$ cat src/rtl/hyd_pkg.sv
`timescale 1ns / 1ps
// Shared types, constants and helper functions for the hydrometer advert decoder.
// No dependencies; every other file imports this package.
package hyd_pkg;

   localparam int DecodeBytes = 24;

   localparam logic [2:0] StOk       = 3'd0;
   localparam logic [2:0] StShort    = 3'd1;
   localparam logic [2:0] StHeader   = 3'd2;
   localparam logic [2:0] StUuid     = 3'd3;
   localparam logic [2:0] StRange    = 3'd4;
   localparam logic [2:0] StModeNone = 3'd5;

   localparam logic [1:0] ModeNone   = 2'd0;
   localparam logic [1:0] ModeBeacon = 2'd1;
   localparam logic [1:0] ModeRapt   = 2'd2;
   localparam logic [1:0] ModeBoth   = 2'd3;

   localparam logic [2:0] RegScanMode   = 3'd0;
   localparam logic [2:0] RegGravityMin = 3'd1;
   localparam logic [2:0] RegGravityMax = 3'd2;
   localparam logic [2:0] RegTempMin    = 3'd3;
   localparam logic [2:0] RegTempMax    = 3'd4;

   localparam logic [7:0] UuidBase [16] = '{
      8'hA4, 8'h95, 8'hBB, 8'h00, 8'hC5, 8'hB1, 8'h4B, 8'h44,
      8'hB5, 8'h12, 8'h13, 8'h70, 8'hF0, 8'h2D, 8'h74, 8'hDE};

   // Reciprocal constants for an exact truncating divide by nine, scaled by 2^24.
   localparam logic [63:0] Mul500Full = ((64'd500 << 24) + 64'd8) / 64'd9;
   localparam logic [63:0] Mul50Full  = ((64'd50 << 24) + 64'd8) / 64'd9;
   localparam logic [29:0] Mul500 = Mul500Full[29:0];
   localparam logic [29:0] Mul50  = Mul50Full[29:0];

   typedef logic [DecodeBytes-1:0][7:0] rec_type;

   typedef struct packed {
      logic       done;
      logic [7:0] len;
   } cap_type;

   typedef struct packed {
      logic [15:0]        gmin;
      logic [15:0]        gmax;
      logic signed [15:0] tmin;
      logic signed [15:0] tmax;
   } lim_type;

   typedef struct packed {
      logic [2:0]         status;
      logic               format_kind;
      logic [2:0]         color_index;
      logic               pro_model;
      logic [15:0]        gravity_e4;
      logic signed [15:0] temp_centi_c;
      logic [15:0]        battery_raw;
      logic               velocity_valid;
      logic [31:0]        velocity_bits;
      logic [7:0]         format_version;
   } res_type;

   function automatic logic range_bad(input logic [15:0] g, input logic [15:0] t,
                                      input logic clip, input lim_type lim);
      range_bad = clip || (g < lim.gmin) || (g > lim.gmax) ||
                  ($signed(t) < $signed(lim.tmin)) || ($signed(t) > $signed(lim.tmax));
   endfunction

endpackage

$ cat src/rtl/hydrometer_advert_decoder.sv
`timescale 1ns / 1ps
// Top level of the hydrometer advert decoder: register port, capture, both decoders, result
// register. Depends on hyd_pkg, hyd_capture, hyd_beacon and hyd_rapt.
//
// The block takes one byte of a manufacturer-data record per beat and gives one result beat
// per record, registered after the last-byte beat has set the capture done flag. A byte
// is taken in every cycle; the input stalls only while a finished record waits for decoding
// and the result register still holds a result that the far side has not taken. Decoding
// is a single pass of logic between the captured bytes and the result register.
module hydrometer_advert_decoder import hyd_pkg::*; #(
   parameter int CAPTURE_BYTES = 25
) (
   input  logic               clock,
   input  logic               reset,
   input  logic               req_valid,
   output logic               req_stall,
   input  logic [7:0]         req_data_byte,
   input  logic               req_last_byte,
   output logic               rsp_valid,
   input  logic               rsp_stall,
   output logic [2:0]         rsp_status,
   output logic               rsp_format_kind,
   output logic [2:0]         rsp_color_index,
   output logic               rsp_pro_model,
   output logic [15:0]        rsp_gravity_e4,
   output logic signed [15:0] rsp_temp_centi_c,
   output logic [15:0]        rsp_battery_raw,
   output logic               rsp_velocity_valid,
   output logic [31:0]        rsp_velocity_bits,
   output logic [7:0]         rsp_format_version,
   input  logic               csr_psel,
   input  logic               csr_penable,
   input  logic               csr_pwrite,
   input  logic [4:0]         csr_paddr,
   input  logic [31:0]        csr_pwdata,
   output logic [31:0]        csr_prdata,
   output logic               csr_pready
);

   logic [1:0] scan_mode_ff;
   lim_type    lim_ff;
   logic       wr;
   logic [2:0] idx;

   assign csr_pready = 1'b1;
   assign wr  = csr_psel && csr_penable && csr_pwrite && csr_pready;
   assign idx = csr_paddr[4:2];

   always_ff @(posedge clock) begin
      if (reset) begin
         scan_mode_ff <= ModeNone;
         lim_ff.gmin  <= 16'd9900;
         lim_ff.gmax  <= 16'd12000;
         lim_ff.tmin  <= -16'sd1000;
         lim_ff.tmax  <= 16'sd5000;
      end else if (wr) begin
         unique case (idx)
            RegScanMode:   scan_mode_ff <= csr_pwdata[1:0];
            RegGravityMin: lim_ff.gmin  <= csr_pwdata[15:0];
            RegGravityMax: lim_ff.gmax  <= csr_pwdata[15:0];
            RegTempMin:    lim_ff.tmin  <= csr_pwdata[15:0];
            RegTempMax:    lim_ff.tmax  <= csr_pwdata[15:0];
            default: ;
         endcase
      end
   end

   always_comb begin
      unique case (idx)
         RegScanMode:   csr_prdata = {30'd0, scan_mode_ff};
         RegGravityMin: csr_prdata = {16'd0, lim_ff.gmin};
         RegGravityMax: csr_prdata = {16'd0, lim_ff.gmax};
         RegTempMin:    csr_prdata = {16'd0, lim_ff.tmin};
         RegTempMax:    csr_prdata = {16'd0, lim_ff.tmax};
         default:       csr_prdata = 32'd0;
      endcase
   end

   rec_type rec;
   cap_type cap;
   logic    take, advance, out_valid_ff, out_valid_in;
   res_type beacon_res, rapt_res, sel_res, res_ff;

   assign advance   = cap.done && (!out_valid_ff || !rsp_stall);
   assign req_stall = cap.done && !advance;
   assign take      = req_valid && !req_stall;

   hyd_capture #(.CaptureBytes(CAPTURE_BYTES)) u_capture (
      .clock     (clock),
      .reset     (reset),
      .take      (take),
      .data_byte (req_data_byte),
      .last_byte (req_last_byte),
      .advance   (advance),
      .rec       (rec),
      .cap       (cap)
   );

   hyd_beacon u_beacon (.rec(rec), .len(cap.len), .lim(lim_ff), .res(beacon_res));
   hyd_rapt   u_rapt   (.rec(rec), .len(cap.len), .lim(lim_ff), .res(rapt_res));

   always_comb begin
      sel_res = '0;
      unique case (scan_mode_ff)
         ModeBeacon: sel_res = beacon_res;
         ModeRapt:   sel_res = rapt_res;
         ModeBoth: begin
            if (beacon_res.status == StOk) begin
               sel_res = beacon_res;
            end else if (rapt_res.status == StOk || rapt_res.status == StRange) begin
               sel_res = rapt_res;
            end else begin
               sel_res = beacon_res;
            end
         end
         default: sel_res.status = StModeNone;
      endcase
   end

   assign out_valid_in = advance ? 1'b1 : (out_valid_ff && rsp_stall);

   always_ff @(posedge clock) begin
      if (reset) begin
         out_valid_ff <= 1'b0;
      end else begin
         out_valid_ff <= out_valid_in;
      end
   end

   always_ff @(posedge clock) begin
      if (advance) begin
         res_ff <= sel_res;
      end
   end

   assign rsp_valid          = out_valid_ff;
   assign rsp_status         = res_ff.status;
   assign rsp_format_kind    = res_ff.format_kind;
   assign rsp_color_index    = res_ff.color_index;
   assign rsp_pro_model      = res_ff.pro_model;
   assign rsp_gravity_e4     = res_ff.gravity_e4;
   assign rsp_temp_centi_c   = res_ff.temp_centi_c;
   assign rsp_battery_raw    = res_ff.battery_raw;
   assign rsp_velocity_valid = res_ff.velocity_valid;
   assign rsp_velocity_bits  = res_ff.velocity_bits;
   assign rsp_format_version = res_ff.format_version;

   a_stall_only_when_full: assert property (@(posedge clock) disable iff (reset)
      req_stall |-> (rsp_valid && rsp_stall))
      else $error("input stalled while the result register could drain");

   a_fail_fields_zero: assert property (@(posedge clock) disable iff (reset)
      (rsp_valid && rsp_status != StOk && rsp_status != StRange) |->
      (rsp_gravity_e4 == 16'd0 && rsp_temp_centi_c == 16'sd0 && rsp_format_version == 8'd0))
      else $error("failed decode carries nonzero values");

   a_velocity_gated: assert property (@(posedge clock) disable iff (reset)
      (rsp_valid && !rsp_velocity_valid) |-> (rsp_velocity_bits == 32'd0))
      else $error("velocity bits without valid velocity");

endmodule

$ cat src/rtl/hyd_capture.sv
`timescale 1ns / 1ps
// Byte capture for one record: byte counter, captured bytes and the record-done flag.
// Depends on hyd_pkg.
module hyd_capture import hyd_pkg::*; #(
   parameter int CaptureBytes = 25
) (
   input  logic       clock,
   input  logic       reset,
   input  logic       take,
   input  logic [7:0] data_byte,
   input  logic       last_byte,
   input  logic       advance,
   output rec_type    rec,
   output cap_type    cap
);

   localparam int IdxBits = $clog2(CaptureBytes);

   logic [7:0] record_ff [CaptureBytes];
   logic [7:0] count_ff, count_in, count_inc;
   cap_type    cap_ff, cap_in;

   assign count_inc = (count_ff == 8'hFF) ? count_ff : count_ff + 8'd1;

   always_comb begin
      count_in = count_ff;
      cap_in   = cap_ff;
      if (advance) begin
         cap_in.done = 1'b0;
      end
      if (take) begin
         count_in = last_byte ? 8'd0 : count_inc;
         if (last_byte) begin
            cap_in.done = 1'b1;
            cap_in.len  = count_inc;
         end
      end
   end

   always_ff @(posedge clock) begin
      if (reset) begin
         count_ff <= 8'd0;
         cap_ff   <= '0;
      end else begin
         count_ff <= count_in;
         cap_ff   <= cap_in;
      end
   end

   always_ff @(posedge clock) begin
      if (take && (count_ff < 8'(CaptureBytes))) begin
         record_ff[count_ff[IdxBits-1:0]] <= data_byte;
      end
   end

   always_comb begin
      for (int i = 0; i < DecodeBytes; i++) begin
         rec[i] = record_ff[i];
      end
   end

   assign cap = cap_ff;

endmodule

$ cat src/rtl/hyd_beacon.sv
`timescale 1ns / 1ps
// Beacon-format decoder: header and UUID checks, fixed-point temperature and gravity.
// Depends on hyd_pkg.
module hyd_beacon import hyd_pkg::*; (
   input  rec_type     rec,
   input  logic [7:0]  len,
   input  lim_type     lim,
   output res_type     res
);

   logic        hdr_ok, uuid_ok, pro, clip, neg;
   logic [3:0]  hi;
   logic [15:0] traw, graw, gval, tval;
   logic [12:0] mag;
   logic [29:0] mul;
   logic [42:0] prod;
   logic [14:0] quo;

   always_comb begin
      hdr_ok = (rec[0] == 8'h4C) && (rec[1] == 8'h00) && (rec[2] == 8'h02) &&
               (rec[3] == 8'h15);
      uuid_ok = 1'b1;
      for (int k = 0; k < 16; k++) begin
         if (k != 3 && rec[4 + k] != UuidBase[k]) begin
            uuid_ok = 1'b0;
         end
      end
      hi = rec[7][7:4];
      if (rec[7][3:0] != 4'd0 || hi < 4'd1 || hi > 4'd8) begin
         uuid_ok = 1'b0;
      end

      traw = {rec[20], rec[21]};
      graw = {rec[22], rec[23]};
      pro  = graw > 16'd5000;
      if (pro) begin
         clip = traw > 16'd6218;
         neg  = traw < 16'd320;
         mag  = neg ? 13'(16'd320 - traw) : 13'(traw - 16'd320);
         mul  = Mul50;
         gval = graw;
      end else begin
         clip = traw > 16'd621;
         neg  = traw < 16'd32;
         mag  = neg ? 13'(16'd32 - traw) : 13'(traw - 16'd32);
         mul  = Mul500;
         gval = 16'(graw * 16'd10);
      end
      prod = 43'(mag) * 43'(mul);
      quo  = prod[38:24];
      if (clip) begin
         tval = 16'h7FFF;
      end else if (neg) begin
         tval = 16'(-{1'b0, quo});
      end else begin
         tval = {1'b0, quo};
      end

      res = '0;
      if (len < 8'd25) begin
         res.status = StShort;
      end else if (!hdr_ok) begin
         res.status = StHeader;
      end else if (!uuid_ok) begin
         res.status = StUuid;
      end else begin
         res.color_index    = 3'(hi - 4'd1);
         res.pro_model      = pro;
         res.gravity_e4     = gval;
         res.temp_centi_c   = tval;
         res.format_version = pro ? 8'd2 : 8'd1;
         res.status         = range_bad(gval, tval, clip, lim) ? StRange : StOk;
      end
   end

endmodule

$ cat src/rtl/hyd_rapt.sv
`timescale 1ns / 1ps
// RAPT-format decoder: header check, kelvin temperature and float gravity to fixed point.
// Depends on hyd_pkg.
module hyd_rapt import hyd_pkg::*; (
   input  rec_type     rec,
   input  logic [7:0]  len,
   input  lim_type     lim,
   output res_type     res
);

   logic               hdr_ok, vv, clip, fneg, tneg;
   logic [15:0]        traw, gval, tval;
   logic [22:0]        scaled;
   logic signed [24:0] tdiff;
   logic [24:0]        tmag;
   logic [31:0]        fbits;
   logic [7:0]         ex, shamt;
   logic [22:0]        fr;
   logic [27:0]        t10, q;

   always_comb begin
      hdr_ok = (rec[0] == 8'h52) && (rec[1] == 8'h41) && (rec[2] == 8'h50) &&
               (rec[3] == 8'h54);
      vv = rec[6] == 8'h01;

      traw   = {rec[11], rec[12]};
      scaled = 23'(traw) * 23'd100;
      tdiff  = $signed({2'b00, scaled}) - 25'sd3496320;
      tneg   = tdiff < 25'sd0;
      tmag   = tneg ? 25'(-tdiff) : 25'(tdiff);
      tval   = tneg ? 16'(-tmag[22:7]) : tmag[22:7];

      fbits = {rec[13], rec[14], rec[15], rec[16]};
      fneg  = fbits[31];
      ex    = fbits[30:23];
      fr    = fbits[22:0];
      t10   = 28'({1'b1, fr}) * 28'd10;
      shamt = 8'd150 - ex;
      q     = t10 >> shamt[4:0];
      clip  = 1'b0;
      gval  = 16'd0;
      if (ex == 8'hFF) begin
         clip = 1'b1;
         gval = (fr == 23'd0 && !fneg) ? 16'hFFFF : 16'd0;
      end else if (ex <= 8'd122) begin
         gval = 16'd0;
      end else if (ex >= 8'd150) begin
         clip = 1'b1;
         gval = fneg ? 16'd0 : 16'hFFFF;
      end else if (q == 28'd0) begin
         gval = 16'd0;
      end else if (fneg) begin
         clip = 1'b1;
      end else if (q > 28'd65535) begin
         clip = 1'b1;
         gval = 16'hFFFF;
      end else begin
         gval = q[15:0];
      end

      res = '0;
      res.format_kind = 1'b1;
      if (len < 8'd24) begin
         res.status = StShort;
      end else if (!hdr_ok) begin
         res.status = StHeader;
      end else begin
         res.format_version = rec[6];
         res.velocity_valid = vv;
         res.velocity_bits  = vv ? {rec[7], rec[8], rec[9], rec[10]} : 32'd0;
         res.temp_centi_c   = tval;
         res.gravity_e4     = gval;
         res.battery_raw    = {rec[23], rec[22]};
         res.status         = range_bad(gval, tval, clip, lim) ? StRange : StOk;
      end
   end

endmodule

$ cat config.mk
export PLATFORM = sky130hd
export DESIGN_NAME = hydrometer_advert_decoder
export DESIGN_NICKNAME = d
export VERILOG_FILES = /design/src/rtl/hyd_pkg.sv /design/src/rtl/hydrometer_advert_decoder.sv /design/src/rtl/hyd_capture.sv /design/src/rtl/hyd_beacon.sv /design/src/rtl/hyd_rapt.sv
export SDC_FILE = /design/constraint.sdc
export NUM_CORES = 1
export LEC_CHECK = 0
export BUFFER_PORTS_ARGS = -buffer_cell sky130_fd_sc_hd__buf_2
export CORE_MARGIN = 2
export CORE_UTILIZATION = 65
export CTS_BUF_LIST = sky130_fd_sc_hd__clkbuf_4
export DETAILED_ROUTE_END_ITERATION = 7
export HOLD_SLACK_MARGIN = 0.1
export PLACE_DENSITY = 0.84
export SYNTH_ARGS = -nofsm -noshare
export SYNTH_HDL_FRONTEND = slang
export SYNTH_HIERARCHICAL = 1
export SYNTH_SLANG_ARGS = --single-unit
export TNS_END_PERCENT = 1
$ cat constraint.sdc
create_clock -name clock -period 14.15 [get_ports clock]
set_input_delay 1.415 -clock clock [delete_from_list [all_inputs] [get_ports clock]]
set_output_delay 1.415 -clock clock [all_outputs]
set_load 0.02 [all_outputs]
==> metrics.txt <==
HP Class flip-flop to flip-flop; WL/cell between 20 and 25 µm; Util after Layout around 70%; power density cells roughly 61 nW/µm²; count of cell types in the netlist ~120; Tmin final about 13 ns; Clk pwr share approximately two fifths; synthesized area about 35000 µm²; CTS tree done; most numerous cell on the critical path inv_1; Nets 4451; worst r2r dst rsp_velocity_bits[0]$_DFFE_PP_; clk buf depth 3; Seq/Total Area, Yosys approximately 30%; Slew headroom 16.0%; initial antenna violation count 3; fin crit share about 92%; Post-synth EDFFs between 200 and 300; hpwl dp 71800 µm; PortBufs 149; Die Span Y approximately 240 µm; core area 52800 µm²; P&R area growth vs syn 5.79%; Commonest cells post-synth nand2_1, inv_1, ha_1; WP buf/inv 8; hold endpoint u_capture/cap[2]$_SDFFE_PP0P_; layout cell share with drive strength beyond 1 12.6%; drt total wl between 90000 and 100000 µm; RSZ-0062 raised after global routing false; CP delay by family, top adder cells; Hold Path Depth 2; mean number of vias per cell 6.28; Async SR Flop Fraction 0%; Reg clk slew, reported paths around 0.06 ns; Leakage Power ~16 nW; Max-Cap Viols 0; Fin Clk Skew between 0.06 and 0.07 ns; CTS buffer count 96; FF+latch count, synth between 300 and 400; Data arrival, critical path between 10 and 15 ns; largest net degree at the start of global routing 96; clk sinks between 300 and 400; I/O Pins approximately 190; area leader, netlist edfxtp_1; top cell type's share of synthesized area around 25%; total grt overflow 0; Clk Latency, worst-skew pair approximately 0.88 ns; Post-CTS Hold Buffers 0; postcts setup bufs 0; Cells after Synth between 3000 and 4000; via count of the first global-routing pass 27832; Die ar. 55400 µm²; sequential share of power between 50% and 60%; Startpoint Class flip-flop; Final Hold Viols 0; # rows between 80 and 90; Vias a little under 30000; critical path's largest stage delay ~0.69 ns; global-route wire length before repair approximately 150000 µm; final setup fails 0; Worst R2R Path Depth 41; slowest CP cell or4_2; H-tree depth 3; Total GRT Usage about a third; most frequent cell after synthesis nand2_1; worst r2r src u_capture/record_ff[21][6]$_DFFE_PP_; DRT Pass-1 Iters 6; fin. max-slew vios 0; Primary FF master, synth edfxtp_1; Internal Power between 0.0015 and 0.002 W; Initial Utilization about two thirds; Worst Path Max Fanout 60; DRC 0; post-route ant nets 0; Sw Pwr between 0.0005 and 0.0006 W; fmax 77.0 MHz; Gates resized, CTS repair 0; 1st-iter DRT viols 3158; maximum vdd drop 0.0000923 V; CP Class flip-flop to flip-flop; Final TNS setup 0 ns; yosys warns 6; clock root cell clkbuf_4; status finished, final reports clean; R2R Setup Slk 1.16 ns; switching part of the total power between 20% and 30%; Placer Congestion 0.998; combinational power share roughly 5.0%; critical path capture point type flip-flop; Die W 235 µm; top cells by area, synth edfxtp_1, ha_1, fa_1; Avg Cell Area, Syn ~9.1 µm²; CP required about 15 ns; Worst-Margin Slew 1.26 ns; min-delay src u_capture/cap[2]$_SDFFE_PP0P_
layer usage:
| layer | up-vias | global-route usage [%] | share of wire [%] | wire (µm) |
|---|---|---|---|---|
| li1 | 13685 | - | - | - |
| met1 | 14017 | 44.5 | 41 | 38700 |
| met2 | 1490 | 55.3 | 47 | 44600 |
| met3 | 241 | 5.25 | 8.4 | 7950 |
| met4 | 0 | 14.5 | 4.1 | 3880 |
| met5 | - | 0 | 0 | 0 |
power by group through the flow:
| stage | clock network (W) | logic, W | registers [W] |
|---|---|---|---|
| 3_5_place_dp | 0 | 0.000111 | 0.00123 |
| 6_report | 0.000936 | 0.000113 | 0.00121 |
| 2_1_floorplan | 0 | 0.0000670 | 0.00124 |
| 3_3_place_gp | 0 | 0.000110 | 0.00123 |
| 4_1_cts | 0.000952 | 0.000112 | 0.00121 |
| 5_1_grt | 0.00101 | 0.000121 | 0.00121 |
area by class of cell:
cell class / count / area (µm²)
Clock inverter: 42 / 230
Timing Repair Buffer: 180 / 978
Inverter: 394 / 1480
Antenna cell: 5 / 12.5
Fill cell: 4107 / 16000
Clock buffer: 135 / 1010
Multi-Input combinational cell: 2867 / 21900
Sequential cell: 373 / 10400
Tap cell: 688 / 861
state kept, by name, summed over array words and instances, names as in the netlist:
signal / cells
rsp_gravity_e4: 16
rsp_status: 3
rsp_velocity_valid: 1
u_capture/cap: 9
lim_ff: 64
rsp_valid: 1
rsp_battery_raw: 16
u_capture/count_ff: 8
rsp_pro_model: 1
rsp_format_kind: 1
rsp_format_version: 8
rsp_color_index: 3
rsp_temp_centi_c: 16
rsp_velocity_bits: 32
u_capture/record_ff: 192
scan_mode_ff: 2
worst max path at each step:
stage                                          from                              end  cells after the start
6_report       u_capture/record_ff[21][6]$_DFFE_PP_   rsp_velocity_bits[0]$_DFFE_PP_                     41
5_1_grt        u_capture/record_ff[21][6]$_DFFE_PP_  rsp_velocity_bits[10]$_DFFE_PP_                     41
4_1_cts        u_capture/record_ff[21][6]$_DFFE_PP_  rsp_velocity_bits[10]$_DFFE_PP_                     41
3_5_place_dp   u_capture/record_ff[21][6]$_DFFE_PP_  rsp_velocity_bits[10]$_DFFE_PP_                     41
3_3_place_gp   u_capture/record_ff[21][6]$_DFFE_PP_     rsp_gravity_e4[13]$_DFFE_PP_                     40
2_1_floorplan  u_capture/record_ff[21][7]$_DFFE_PP_    rsp_battery_raw[10]$_DFFE_PP_                     44
stage by stage:
step                total power (W)  hold WS [ns]  cells  worst slack (ns)  cell area, µm²
finish                      0.00226         0.463   4684              1.16           36800
global route                0.00233         0.490   4682             0.649           36800
CTS                         0.00227         0.461   4679              1.46           36800
detailed placement          0.00134         0.453   4502              1.48           35500
global placement            0.00134         0.446   4502              1.79           35500
floorplan                   0.00131         0.436   3879              3.73           35100
worst reg2reg max path, delay by kind of cell, from the launching register on:
| family | cells | cell delay [ns] |
|---|---|---|
| compound gates | 17 | 3.77 |
| fa+ha+maj | 8 | 3.72 |
| simple gates | 5 | 2.01 |
| buf+inv | 8 | 1.56 |
| xor+xnor | 3 | 1.11 |
| flops | 1 | 0.52 |
cell usage in the layout, fill, tap and decap left out, types with 17 or more instances in the layout:
master / count
nand2_1: 408
inv_1: 394
ha_1: 370
edfxtp_1: 289
nor2_1: 269
a21oi_1: 171
buf_2: 149
o21ai_0: 140
clkbuf_4: 135
fa_1: 116
and2_1: 92
dfxtp_1: 82
mux2i_1: 79
conb_1: 78
xnor2_1: 77
nand2b_1: 75
nor3_1: 67
nand4_1: 63
o22ai_2: 60
a21o_1: 55
nor2b_1: 51
o22ai_1: 46
nand3_1: 46
o211ai_1: 39
xor2_1: 37
o21a_1: 32
clkinv_1: 31
buf_4: 31
nor4_1: 29
a211oi_1: 24
a31oi_1: 23
mux2_2: 21
a22oi_1: 21
o31ai_1: 20
or3_1: 17
logic make-up (layout without fill, tap and decap cells):
kind of cell / count (synthesis) / after routing / share of synthesized area (%)
AO/OA/AOI/OAI: 824 / 824 / 17.2
XOR/XNOR: 119 / 119 / 3.02
adder cells (fa/ha/maj): 486 / 486 / 20.0
buffers and inverters: 639 / 751 / 8.33
flip-flops: 373 / 373 / 29.8
multiplexers: 110 / 110 / 3.60
other: 5 / 83 / 0.0540
AND/OR/NAND/NOR: 1250 / 1250 / 18.1
Note: power is estimated with default switching activity, not from simulation.
